File: config.mk
export PLATFORM = sky130hd
export DESIGN_NAME = ptbl_ram
export DESIGN_NICKNAME = d
export VERILOG_FILES = /design/src/design/ptbl_pkg.sv /design/src/design/ptbl_ram.sv
export SDC_FILE = /design/constraint.sdc
export NUM_CORES = 1
export LEC_CHECK = 0
export BUFFER_PORTS_ARGS = -buffer_cell sky130_fd_sc_hd__buf_2
export CORE_UTILIZATION = 60
export CTS_CLUSTER_SIZE = 8
export DETAILED_ROUTE_END_ITERATION = 8
export PLACE_DENSITY = 0.88
export SLEW_MARGIN = 20
export SYNTH_ARGS = -nofsm -noshare
export SYNTH_HDL_FRONTEND = slang
export SYNTH_SLANG_ARGS = --single-unit
File: constraint.sdc
create_clock -name clock -period 4.6 [get_ports clock]
set_input_delay 0.23 -clock clock [delete_from_list [all_inputs] [get_ports clock]]
set_output_delay 0.23 -clock clock [all_outputs]
set_load 0.03 [all_outputs]
File: src/design/ptbl_pkg.sv
// ----------------------------------------------------------------------------
// ptbl_pkg
// shared types and constants of the two-level page table engine
// ----------------------------------------------------------------------------
package ptbl_pkg;

   localparam int DIR_ENTRIES_DEF   = 16;
   localparam int TABLE_ENTRIES_DEF = 1024;

   localparam int WORD_W  = 32;
   localparam int FLAGS_W = 12;
   localparam int FRAME_W = WORD_W - FLAGS_W;
   localparam int IDX_W   = 10;
   localparam int FUNC_W  = 2;

   // flag bit positions
   localparam int FLAG_PRESENT  = 0;
   localparam int FLAG_WRITABLE = 1;
   localparam int FLAG_USER     = 2;
   localparam int FLAG_LARGE    = 7;

   // present and large set on every large page directory entry
   localparam logic [FLAGS_W-1:0] LARGE_FLAGS = 12'h081;
   // fresh table directory entry: present and writable, zero table base
   localparam logic [WORD_W-1:0]  DIR_TABLE_INIT = 32'h0000_0003;

   typedef enum logic [FUNC_W-1:0] {
      FUNC_MAP   = 2'd0,
      FUNC_UNMAP = 2'd1,
      FUNC_SET   = 2'd2,
      FUNC_XLATE = 2'd3
   } func_type;

   typedef enum logic [2:0] {
      ST_CLEAR = 3'b001,
      ST_IDLE  = 3'b010,
      ST_EXEC  = 3'b100
   } state_type;

   typedef struct packed {
      logic              dir_we;
      logic [WORD_W-1:0] dir_wdata;
      logic              tbl_we;
      logic [WORD_W-1:0] tbl_wdata;
      logic              ok;
      logic [WORD_W-1:0] phys;
   } exec_out_type;

endpackage

File: src/design/ptbl_ram.sv
// ----------------------------------------------------------------------------
// ptbl_ram
// single write port, single read port memory with registered read data
// ----------------------------------------------------------------------------
module ptbl_ram #(
   parameter int DEPTH  = ptbl_pkg::DIR_ENTRIES_DEF,
   parameter int ADDR_W = 4
) (
   input  logic                        clock,
   input  logic                        we,
   input  logic [ADDR_W-1:0]           waddr,
   input  logic [ptbl_pkg::WORD_W-1:0] wdata,
   input  logic                        re,
   input  logic [ADDR_W-1:0]           raddr,
   output logic [ptbl_pkg::WORD_W-1:0] rdata
);

   logic [ptbl_pkg::WORD_W-1:0] mem [DEPTH];
   logic [ptbl_pkg::WORD_W-1:0] rdata_ff;

   always_ff @(posedge clock) begin
      if (we) begin
         mem[waddr] <= wdata;
      end
      if (re) begin
         rdata_ff <= mem[raddr];
      end
   end

   assign rdata = rdata_ff;

endmodule

* Yosys cells after proc, flatten, opt, wreduce, memory -nomap -nowiden
Memory sizes are Yosys's and may differ from the RTL's. A register that Yosys moved wholly into a read port is not among the register bits.
Index checks and enable logic that the tools add are counted.
** Storage, ports and cells
- Register bits after elaboration :: 0
- RAM bits :: 512
- Memories :: 1
- Output and inout port bits :: 32
** Operators by class
- Multiplexer cells :: 2
** Memory list
- mem :: depth 16, width 32, rd ports 1, clocked after memory_dff 1, wr ports 1, RTL line ptbl_ram.sv:18 : logic [ptbl_pkg::WORD_W-1:0] mem [DEPTH];
** Operator list (number)
- two-way mux 1 bit :: 2

* Logic depth before layout (Yosys ltp)
- Depth in word-level cells :: 2
- Depth in mapped cells :: 5
- Depth with buffers taken out :: 3

* Worst setup path before layout
Ideal clock, no wire load.
- Kind :: in2reg
- From :: input waddr[2]
- To :: memory mem[0][0] (netlist bit) (enable)
- Data arrival time :: 2.948 ns
- Setup slack :: 1.190 ns
- Stages on the path :: 2
- Path through :: or3b_2 -> nor3_1
** RTL lines
- from (decl) :: RTL line ptbl_ram.sv:11 : input logic [ADDR_W-1:0] waddr,
- to (decl) :: RTL line ptbl_ram.sv:18
No word-level cell before the write port.

==> results.md <==
• **worst flop-to-flop path startpoint** mem[11][27]
• **H-tree depth** 3
• **clock buffers created by TritonCTS** 77
• **Syn Area/Cell** 24.1 µm²
• **post-place setup slack** 1970 ps
• **Clock transition at path regs** 50 ps
• **final-report setup violation count** 0
• **part of the total power dissipated in sequential elements** 50.8%
• **Gate power share** 4.7%
• **wire length of the first global-routing pass** 68,200 µm
• **DR DRC count** 0
• **fillcell total** 1,765
• **die boundary width** 185 µm
• **DRC marker count from the first detailed-route iteration** 1,562
• **count of pins on the block boundary** 75
• **critical path data required time** 4910 ps
• **number of hold violations in the final report** 0
• **number of max-slew violations in the final report** 0
• **sw frac** 20.7%
• **post-layout minimum cycle time** 2000 ps
• **number of register bits inferred by synthesis** 544
• **Final TNS setup** 0 ps
• **wire length per cell** 33.3 µm
• **Chip Height** 185 µm
• **sum of internal, switching and leakage power** 11.1 mW
• **number of buffers inserted by hold repair at cts** 0
• **pin count of the biggest net entering global routing** 75
• **Routability Congestion** 0.745
• **number of resized instances in the post-cts repair step** 0
• **CTS tree** built
• **leakage power figure** 7.49 nW
• **run status** finished clean
• **upper clock frequency limit** 0.500 GHz
• **fraction of final layout cells with drive strength greater than 1** 33.6%
• **Netlist Area Pre-Place** 20,200 µm²
• **number of antenna violations at the first check in global routing** 3
• **startpoint-to-endpoint class of the critical path** in -> reg
• **post-CTS setup buffer count** 0
• **Overall Global Routing Usage** 28.9%
• **setup repair after global routing missed its margin** no
• **Placeable Area** 32,800 µm²
• **end-of-flow core utilization** 70.9%
• **cells after synthesis** 838
• **cell row count** 66
• **power density cells** 477 nW/µm²
• **most common cell after layout, fill and taps aside** sky130_fd_sc_hd__edfxtp_1
• **proportion of synthesized chip area in sequential cells** 81.0%
• **reg-to-reg critical path endpoint** rdata[27]
• **Cell variety after synth** 17
• **Most Crowded Layer GR** met2
• **placed wire-length estimate** 20,700 µm
• **met1 track demand over resource** 38.9%
• **depth of the worst register-to-register path** 3
• **clk sink count** 544
• **via total after detailed routing** 9,983
• **CP Max Fanout** 74
• **Worst Slack Setup Final** 2600 ps
• **Critical Path Source** raddr[0]
• **Post-Route WL** 47,200 µm
• **Worst VDD drop** 345 µV
• **GR Overflow Total** 0
• **Die Outline Area** 34,400 µm²
• **synthesis warning total** 0
• **Worst Setup End Kind** register
• **worst min path class** in -> reg
• **count of buffers from port buffering** 74
• **number of global-route vias before repair** 10,500
• **setup slack on the worst flop-to-flop path** 3010 ps
• **Worst Skew** 24.9 ps
• **commonest cells after routing, fill and taps aside** sky130_fd_sc_hd__edfxtp_1, sky130_fd_sc_hd__mux4_2, sky130_fd_sc_hd__clkbuf_16, sky130_fd_sc_hd__buf_2, sky130_fd_sc_hd__a22oi_1
• **Net Count, Synth** 881
• **critical path capture point** rdata[20]
• **net switching power figure** 2.30 mW
• **normalized max-slew margin** 21.9%
• **iteration count of the initial detailed-routing pass** 5
• **effective utilization at floorplan** 61.5%
• **category of the worst setup path launch point** input port
• **Data arrival, critical path** 2310 ps
• **clock root buffer** sky130_fd_sc_hd__clkbuf_16
• **count of nets after finishing** 1,012
• **ratio of routed vias to standard cells** 7.04
• **Max Root-Sink Buffers** 3
• **met3 GRT Util** 6.10%
• **fraction of the cycle the final worst path needs** 43.5%
• **Area growth, synth to finish** 15.2%
• **slew at the pin closest to its max-slew limit** 1170 ps
• **Power Internal** 8.80 mW
• **remaining antenna violation count after routing** 0
• **clock share of power** 44.4%
• **grt met2 use** 46.1%
• **Skew-Pair Late Insertion Delay** 580 ps
• **Maximum Capacitance Violations** 0
[power by group through the flow]
stage,clock [mW],combinational (mW),sequential [mW]
floorplan,0,0.267,5.76
global placement,0,0.492,5.71
detailed placement,0,0.511,5.72
CTS,4.95,0.526,5.64
global route,5.15,0.554,5.64
finish,4.93,0.527,5.64
[flip-flops by register name, indices dropped and copies added (netlist names)]
signal	flops
mem	512
rdata	32
[cell type report]
cell class | instances | area [µm²] | share of cell area [%]
clock inverter | 4 | 50.0 | 0.215
tap | 442 | 553 | 2.38
clock buffer | 79 | 1980 | 8.51
multi-input combinational | 251 | 3750 | 16.1
timing repair buffer | 95 | 564 | 2.43
sequential | 544 | 16300 | 70.3
antenna | 3 | 7.51 | 0.0323
[metrics by stage]
stage,cells,hold WS (ps),area [µm²]
floorplan,838,329,20200
global placement,1332,589,21200
detailed placement,1332,590,21200
CTS,1415,8.55,23200
global route,1417,11.3,23200
finish,1418,29.2,23200
[kinds of logic after synthesis]
group | share of synthesized area (%)
compound gates | 2.38
flops | 81.0
buf+inv | 1.10
simple gates | 1.25
mux | 14.3
[critical path, cell delays in order]
cell and delay [ps]:
sky130_fd_sc_hd__clkbuf_8 690, sky130_fd_sc_hd__buf_12 380, sky130_fd_sc_hd__mux4_2 580, sky130_fd_sc_hd__a22oi_1 230
sky130_fd_sc_hd__nand2_1 90
[cell usage after synthesis (all sizes together)]
master  instances  area, µm²
a22oi          64        480
and2            1       6.26
buf            26        159
clkbuf         17       63.8
edfxtp        544      16300
mux4          128       2880
nand2          33        124
nand2b          2       12.5
nand3           1       5.00
nand3b          2       15.0
nor2           13       48.8
nor2b           2       12.5
nor3            4       20.0
or3b            1       8.76
[how the worst min path moves through the flow]
stage                    from          end  slack (ps)  cells past startpoint
floorplan            wdata[0]    mem[0][0]         330                      0
global placement    wdata[19]   mem[6][19]         590                      1
detailed placement  wdata[31]  mem[11][31]         590                      1
CTS                 wdata[31]  mem[10][31]           9                      1
global route        wdata[12]  mem[12][12]          10                      1
finish              wdata[10]   mem[6][10]          30                      1
[layer usage]
layer	wire, µm	vias up
met5	13	-
met4	1630	2
met3	5140	135
met2	23500	854
met1	16900	5164
li1	-	3828
(Power assumes the default switching activity.)
