<file path="config.mk">
export PLATFORM = sky130hd
export DESIGN_NAME = ptbl_exec
export DESIGN_NICKNAME = d
export VERILOG_FILES = /design/src/design/ptbl_pkg.sv /design/src/design/ptbl_exec.sv
export SDC_FILE = /design/constraint.sdc
export NUM_CORES = 1
export LEC_CHECK = 0
export BUFFER_PORTS_ARGS = -buffer_cell sky130_fd_sc_hd__buf_4
export CAP_MARGIN = 20
export CORE_AREA = 2 2 93 95
export DETAILED_ROUTE_END_ITERATION = 12
export DIE_AREA = 0 0 95 97
export PLACE_DENSITY = 0.56
export SYNTH_ARGS = -nofsm -noshare
export SYNTH_HDL_FRONTEND = slang
export SYNTH_SLANG_ARGS = --single-unit
export TNS_END_PERCENT = 20
</file>
<file path="constraint.sdc">
create_clock -name vclk -period 2.5
set_clock_uncertainty 0.1 [all_clocks]
set_input_delay 0.5 -clock vclk [all_inputs]
set_output_delay 0.5 -clock vclk [all_outputs]
set_load 0.01 [all_outputs]
</file>
<file path="src/design/ptbl_pkg.sv">
// ----------------------------------------------------------------------------
// ptbl_pkg
// shared types and constants of the two-level page table engine
// ----------------------------------------------------------------------------
package ptbl_pkg;

   localparam int DIR_ENTRIES_DEF   = 16;
   localparam int TABLE_ENTRIES_DEF = 1024;

   localparam int WORD_W  = 32;
   localparam int FLAGS_W = 12;
   localparam int FRAME_W = WORD_W - FLAGS_W;
   localparam int IDX_W   = 10;
   localparam int FUNC_W  = 2;

   // flag bit positions
   localparam int FLAG_PRESENT  = 0;
   localparam int FLAG_WRITABLE = 1;
   localparam int FLAG_USER     = 2;
   localparam int FLAG_LARGE    = 7;

   // present and large set on every large page directory entry
   localparam logic [FLAGS_W-1:0] LARGE_FLAGS = 12'h081;
   // fresh table directory entry: present and writable, zero table base
   localparam logic [WORD_W-1:0]  DIR_TABLE_INIT = 32'h0000_0003;

   typedef enum logic [FUNC_W-1:0] {
      FUNC_MAP   = 2'd0,
      FUNC_UNMAP = 2'd1,
      FUNC_SET   = 2'd2,
      FUNC_XLATE = 2'd3
   } func_type;

   typedef enum logic [2:0] {
      ST_CLEAR = 3'b001,
      ST_IDLE  = 3'b010,
      ST_EXEC  = 3'b100
   } state_type;

   typedef struct packed {
      logic              dir_we;
      logic [WORD_W-1:0] dir_wdata;
      logic              tbl_we;
      logic [WORD_W-1:0] tbl_wdata;
      logic              ok;
      logic [WORD_W-1:0] phys;
   } exec_out_type;

endpackage

</file>
<file path="src/design/ptbl_exec.sv">
// ----------------------------------------------------------------------------
// ptbl_exec
// decides write-back and response from the fetched directory and table entry
// ----------------------------------------------------------------------------
module ptbl_exec (
   input  logic [ptbl_pkg::FUNC_W-1:0]  func,
   input  logic [ptbl_pkg::WORD_W-1:0]  vaddr,
   input  logic [ptbl_pkg::WORD_W-1:0]  paddr,
   input  logic [ptbl_pkg::FLAGS_W-1:0] page_flags,
   input  logic                         in_range,
   input  logic [ptbl_pkg::WORD_W-1:0]  dent,
   input  logic [ptbl_pkg::WORD_W-1:0]  tent,
   output ptbl_pkg::exec_out_type       res
);

   localparam int FW = ptbl_pkg::FLAGS_W;
   localparam int WW = ptbl_pkg::WORD_W;

   logic [ptbl_pkg::FRAME_W-1:0] pa_frame;
   logic [ptbl_pkg::FRAME_W-1:0] te_frame;
   logic                         d_present;
   logic                         d_large;
   logic                         t_present;

   assign pa_frame  = paddr[WW-1:FW];
   assign te_frame  = tent[WW-1:FW];
   assign d_present = dent[ptbl_pkg::FLAG_PRESENT];
   assign d_large   = dent[ptbl_pkg::FLAG_LARGE];
   assign t_present = tent[ptbl_pkg::FLAG_PRESENT];

   always_comb begin
      res = '0;
      if (in_range) begin
         case (ptbl_pkg::func_type'(func))
            ptbl_pkg::FUNC_MAP: begin
               if (page_flags[ptbl_pkg::FLAG_LARGE]) begin
                  // both sides must sit on a 4 MB boundary
                  if (vaddr[21:FW] == '0 && paddr[21:FW] == '0) begin
                     res.dir_we    = 1'b1;
                     res.dir_wdata = {pa_frame, page_flags | ptbl_pkg::LARGE_FLAGS};
                     res.ok        = 1'b1;
                  end
               end else begin
                  // first use of this directory slot: table still holds reset zeros
                  if (!d_present) begin
                     res.dir_we    = 1'b1;
                     res.dir_wdata = ptbl_pkg::DIR_TABLE_INIT;
                     res.dir_wdata[ptbl_pkg::FLAG_USER] = page_flags[ptbl_pkg::FLAG_USER];
                  end
                  if (!(t_present && te_frame != pa_frame)) begin
                     res.tbl_we    = 1'b1;
                     res.tbl_wdata = {pa_frame, page_flags};
                     res.ok        = 1'b1;
                  end
               end
            end
            ptbl_pkg::FUNC_UNMAP: begin
               if (d_present && !d_large) begin
                  res.tbl_we    = 1'b1;
                  res.tbl_wdata = '0;
                  res.ok        = 1'b1;
               end
            end
            ptbl_pkg::FUNC_SET: begin
               if (d_present && !d_large) begin
                  res.tbl_we    = 1'b1;
                  res.tbl_wdata = {te_frame, page_flags};
                  res.ok        = 1'b1;
               end
            end
            ptbl_pkg::FUNC_XLATE: begin
               if (d_large) begin
                  res.ok   = 1'b1;
                  res.phys = {dent[WW-1:22], vaddr[21:0]};
               end else if (d_present && t_present) begin
                  res.ok   = 1'b1;
                  res.phys = {te_frame, vaddr[FW-1:0]};
               end
            end
            default: begin
               res = '0;
            end
         endcase
      end
   end

endmodule

</file>
======== After elaboration in Yosys (flattened, before gate mapping) ========
Cells that the tools add are included.
storage, ports and cells
  bits in registers ....................... 0
  input bits .............................. 143
  output and inout bits ................... 99
  logic and storage cells ................. 28
cells by class
  equality and inequality tests ........... 4
  muxes and demuxes ....................... 16
  reduce and logical (&&, ||, !) cells .... 8
operators with widths
  cell                                                                    count
  33-bit 2-to-1 mux                                                       7
  34-bit 2-to-1 mux                                                       3
  99-bit 2-to-1 mux                                                       1
  33-bit one-hot mux with 3 select lines                                  1
  32-bit 2-to-1 mux                                                       1
  10-bit logical NOT                                                      2
  20-bit inequality test                                                  1
  2-bit equality test (second input constant)                             2
  1-bit logical AND                                                       4
  1-bit one-hot mux with 4 select lines                                   1
  2-bit by 1-bit equality test with 1-bit output (second input constant)  1
  2-bit logical NOT                                                       1
  1-bit 2-to-1 mux                                                        2
  1-bit logical NOT                                                       1

======== Longest topological paths before layout ========
  word-level depth ........................ 6
  gate-level depth with buffers ........... 7
  gate-level depth less buffers ........... 5

======== Least setup slack after synthesis ========
OpenSTA, ideal clock, no wires.
  path type ............................... input port to output port
  from .................................... input port paddr[17] (netlist name)
  to ...................................... output port res[88] (netlist name)
  arrival ................................. 1,858 ps
  required time ........................... 1,900 ps
  setup slack ............................. 42 ps
  stages .................................. 6
  path buffers ............................ 2
  cells stage by stage .................... or4_4 nor4_4 and3_1 buf_4 buf_6 and2_1
RTL lines
  what             RTL line         text
  start, declared  ptbl_exec.sv:8   input logic [ptbl_pkg::WORD_W-1:0] paddr,
  end, declared    ptbl_exec.sv:13  output ptbl_pkg::exec_out_type res

==> metrics.txt <==
# TYPE chip_impl_metric gauge
chip_impl_metric{name="chipHeight",unit="um"} 97
chip_impl_info{name="layout.cells.most_common_list",value="sky130_fd_sc_hd__buf_4 (225), sky130_fd_sc_hd__nand2_1 (34), sky130_fd_sc_hd__and2_1 (31)"} 1
chip_impl_metric{name="critPathMaxFanout",unit=""} 6
chip_impl_info{name="status",value="finished with violations"} 1
chip_impl_metric{name="pre_antenna_drt_iters",unit=""} 4
chip_impl_metric{name="layout.clock_buffers",unit=""} 0
chip_impl_info{name="worst_hold_path_endpoint",value="res[11]"} 1
chip_impl_metric{name="grt_pass1_wl",unit="mm"} 13.6
chip_impl_metric{name="post_route_cells_drive_above_1_share",unit="%"} 61.0
chip_impl_metric{name="routed_wl",unit="mm"} 9.00
chip_impl_metric{name="p_leak",unit="nW"} 1.77
chip_impl_metric{name="finalSetupViolCount",unit=""} 56
chip_impl_metric{name="final_antenna_net_count",unit=""} 0
chip_impl_info{name="netlist_top_cells_area",value="sky130_fd_sc_hd__and2_1 (13%), sky130_fd_sc_hd__a311oi_1 (12%), sky130_fd_sc_hd__a22oi_1 (10%), sky130_fd_sc_hd__nand2_1 (8.5%), sky130_fd_sc_hd__a21oi_1 (8.4%)"} 1
chip_impl_info{name="rsz0062_at_grt",value="true"} 1
chip_impl_metric{name="synth.yosys.seq_area_share",unit="%"} 0
chip_impl_metric{name="nFillCells",unit=""} 831
chip_impl_info{name="setup.worst_path.start_class",value="input pin"} 1
chip_impl_metric{name="yosys-mux-area-fraction",unit="%"} 0
chip_impl_metric{name="max_cap_viol_count",unit=""} 0
chip_impl_metric{name="initial_core_util",unit="%"} 18.4
chip_impl_metric{name="drcViolationCount",unit=""} 0
chip_impl_metric{name="report.final.slew_viol_count",unit=""} 0
chip_impl_metric{name="timing.fmax",unit="MHz"} 359
chip_impl_metric{name="synth-simple-area-share",unit="%"} 39.0
chip_impl_metric{name="synth-compound-area-share",unit="%"} 36.5
chip_impl_metric{name="num_rows",unit=""} 33
chip_impl_metric{name="cts-hold-fix-buffers",unit=""} 0
chip_impl_info{name="most_frequent_standard_cell_in_the_layout_excluding_fill_and_tap_cells",value="sky130_fd_sc_hd__buf_4"} 1
chip_impl_metric{name="finalHoldWorstSlack",unit="ps"} 1180
chip_impl_metric{name="diodes",unit=""} 0
chip_impl_info{name="cp-end-kind",value="primary output"} 1
chip_impl_metric{name="flow.area_growth_from_synthesis",unit="%"} 151
chip_impl_metric{name="crit_arrival",unit="ps"} 2190
chip_impl_metric{name="post-place-cells",unit=""} 569
chip_impl_metric{name="worstHoldPathCells",unit=""} 3
chip_impl_metric{name="grt_overflow",unit=""} 0
chip_impl_metric{name="floorplan.die.width",unit="um"} 95
chip_impl_info{name="critical_path_class",value="in2out"} 1
chip_impl_metric{name="final_period_minus_worst_setup_slack",unit="ps"} 2790
chip_impl_metric{name="post_drt_wl_per_cell",unit="um"} 15.7
chip_impl_metric{name="synth.top_cell.area_share",unit="%"} 13.0
chip_impl_metric{name="layout.area.seq",unit="um^2"} 0
chip_impl_metric{name="number_of_vias_per_cell_after_detailed_routing",unit=""} 4.70
chip_impl_info{name="violations",value="negative setup slack"} 1
chip_impl_metric{name="synth.cell_area",unit="um^2"} 1500
chip_impl_metric{name="core-area",unit="um^2"} 8130
chip_impl_metric{name="design.die.area",unit="um^2"} 9220
chip_impl_metric{name="synth_fa_ha_area_share",unit="%"} 0
chip_impl_metric{name="io_pins",unit=""} 242
chip_impl_metric{name="dp_hpwl",unit="mm"} 7.17
chip_impl_metric{name="post_route_fraction_of_the_period_consumed_by_the_critical_path",unit="%"} 112
chip_impl_metric{name="layoutNonFillerInstCount",unit=""} 574
chip_impl_info{name="crit_start",value="paddr[15]"} 1
chip_impl_metric{name="vias",unit=""} 2699
chip_impl_metric{name="finalWeightedCongestion",unit=""} 0.805
chip_impl_metric{name="layout.sequential_cells",unit=""} 0
chip_impl_metric{name="final_design_area_no_fill",unit="um^2"} 3760
chip_impl_metric{name="global_route.usage.total",unit="%"} 18.1
chip_impl_metric{name="worstPathRequired",unit="ps"} 1900
chip_impl_metric{name="synth_cells",unit=""} 249
chip_impl_metric{name="initialDrtViolationCount",unit=""} 80
chip_impl_metric{name="grt_pass1_vias",unit=""} 2648
chip_impl_metric{name="grt_antenna_before_repair",unit=""} 0
chip_impl_metric{name="timing.final.hold_violations",unit=""} 0
chip_impl_metric{name="final_critical_path_setup_slack",unit="ps"} -288
chip_impl_metric{name="synth_warnings",unit=""} 0
chip_impl_info{name="dominant_combinational_cell_family_by_area_after_synthesis",value="simple AND/OR/NAND/NOR gates"} 1
chip_impl_metric{name="synthXorXnorAreaFrac",unit="%"} 11.7
chip_impl_metric{name="grt_max_degree",unit=""} 25
chip_impl_info{name="synth.largest_area_cell",value="sky130_fd_sc_hd__and2_1"} 1
chip_impl_metric{name="num-nets-final",unit=""} 614
chip_impl_metric{name="yosysUniqueCellTypes",unit=""} 29
chip_impl_metric{name="buffer_ports.inserted",unit=""} 179
chip_impl_metric{name="vdd_drop_max",unit="V"} 0.0000599
chip_impl_info{name="hold_path.class",value="in2out"} 1
chip_impl_metric{name="post_dp_cell_area",unit="um^2"} 3350
chip_impl_metric{name="power.density",unit="nW/um^2"} 117
chip_impl_metric{name="post_synth.cell_area_avg",unit="um^2"} 6.01
chip_impl_info{name="min-delay-start",value="vaddr[11]"} 1
## cell usage after synthesis
cell,number
sky130_fd_sc_hd__nor3_1,1
sky130_fd_sc_hd__buf_6,1
sky130_fd_sc_hd__buf_1,1
sky130_fd_sc_hd__nand4bb_1,1
sky130_fd_sc_hd__nand2_1,34
sky130_fd_sc_hd__nand2b_1,1
sky130_fd_sc_hd__a31oi_1,11
sky130_fd_sc_hd__conb_1,1
sky130_fd_sc_hd__nor4bb_1,1
sky130_fd_sc_hd__nor2_1,27
sky130_fd_sc_hd__inv_1,2
sky130_fd_sc_hd__xor2_1,9
sky130_fd_sc_hd__nor4_4,1
sky130_fd_sc_hd__and3b_1,1
sky130_fd_sc_hd__a311oi_1,21
sky130_fd_sc_hd__nand4_1,5
sky130_fd_sc_hd__o211a_1,1
sky130_fd_sc_hd__a22oi_1,20
sky130_fd_sc_hd__nor4_1,5
sky130_fd_sc_hd__nand3_1,1
sky130_fd_sc_hd__a21oi_1,25
sky130_fd_sc_hd__buf_4,12
sky130_fd_sc_hd__and2_1,31
sky130_fd_sc_hd__clkbuf_1,20
sky130_fd_sc_hd__xnor2_1,11
sky130_fd_sc_hd__nor3b_1,1
sky130_fd_sc_hd__or4_4,1
sky130_fd_sc_hd__and3_1,2
sky130_fd_sc_hd__a21boi_1,1
## cell families (layout without fill, tap and decap cells)
family / after synthesis / in the layout
and+or+nand+nor: 113 / 113
AOI/OAI and AO/OA: 79 / 79
xor gates and xnor gates: 20 / 20
other: 1 / 10
buffers and inverters: 36 / 247
## worst max-delay path, cell delays in order
cell and delay [ps]:
sky130_fd_sc_hd__buf_6 110, sky130_fd_sc_hd__xor2_2 180, sky130_fd_sc_hd__nor4_2 370, sky130_fd_sc_hd__buf_4 170, sky130_fd_sc_hd__nand4_1 120, sky130_fd_sc_hd__buf_6 180, sky130_fd_sc_hd__buf_8 140, sky130_fd_sc_hd__clkbuf_16 150
sky130_fd_sc_hd__a31oi_1 120, sky130_fd_sc_hd__buf_4 140
## worst max path at each step
stage / end / cells past startpoint / slack, ps
floorplan: res[88] / 6 / 40
global placement: res[54] / 9 / -560
detailed placement: res[60] / 9 / -510
CTS: res[51] / 10 / -360
global route: res[43] / 10 / -340
finish: res[39] / 10 / -290
## where the power goes
part | leakage (nW) | switching, mW | internal, mW
sequential | 0 | 0 | 0
clock | 0 | 0 | 0
combinational | 1.77 | 0.202 | 0.237
total | 1.77 | 0.202 | 0.237
## layer usage
metal  part of all wire [%]  wire length [um]  global-route usage (%)  up-vias
met4                   0.43                39                   0.780        0
met1                     41              3730                    22.4     1248
met2                     52              4670                    34.8      111
met3                    6.2               558                    1.64        4
met5                      0                 0                       0        -
li1                       -                 -                       -     1336
## timing repair
action | in CTS | in global routing
cloned | 1 | 1
gates resized for setup | 49 | 13
setup endpoints to repair | 56 | 56
pin swaps | 8 | 6
setup buffers | 3 | 0
## cell type report
cell class	count	area, um^2	area share [%]
Timing Repair Buffer	245	1970	52.4
Multi-Input combinational cell	222	1650	43.9
Tap cell	105	131	3.49
Inverter	2	7.51	0.200
## stage by stage
stage / total power [mW] / setup WS, ps / utilization, % / TNS [ps]
after detailed placement: 0.398 / -506 / 41.2 / -20650
after CTS: 0.431 / -359 / 44.9 / -12470
after floorplan: 0.139 / 42.0 / - / 0
final: 0.440 / -288 / 46.3 / -10710
after global routing: 0.474 / -342 / 46.3 / -14430
after global placement: 0.393 / -564 / 41.2 / -21330
Power figures use the tool's default switching activity.
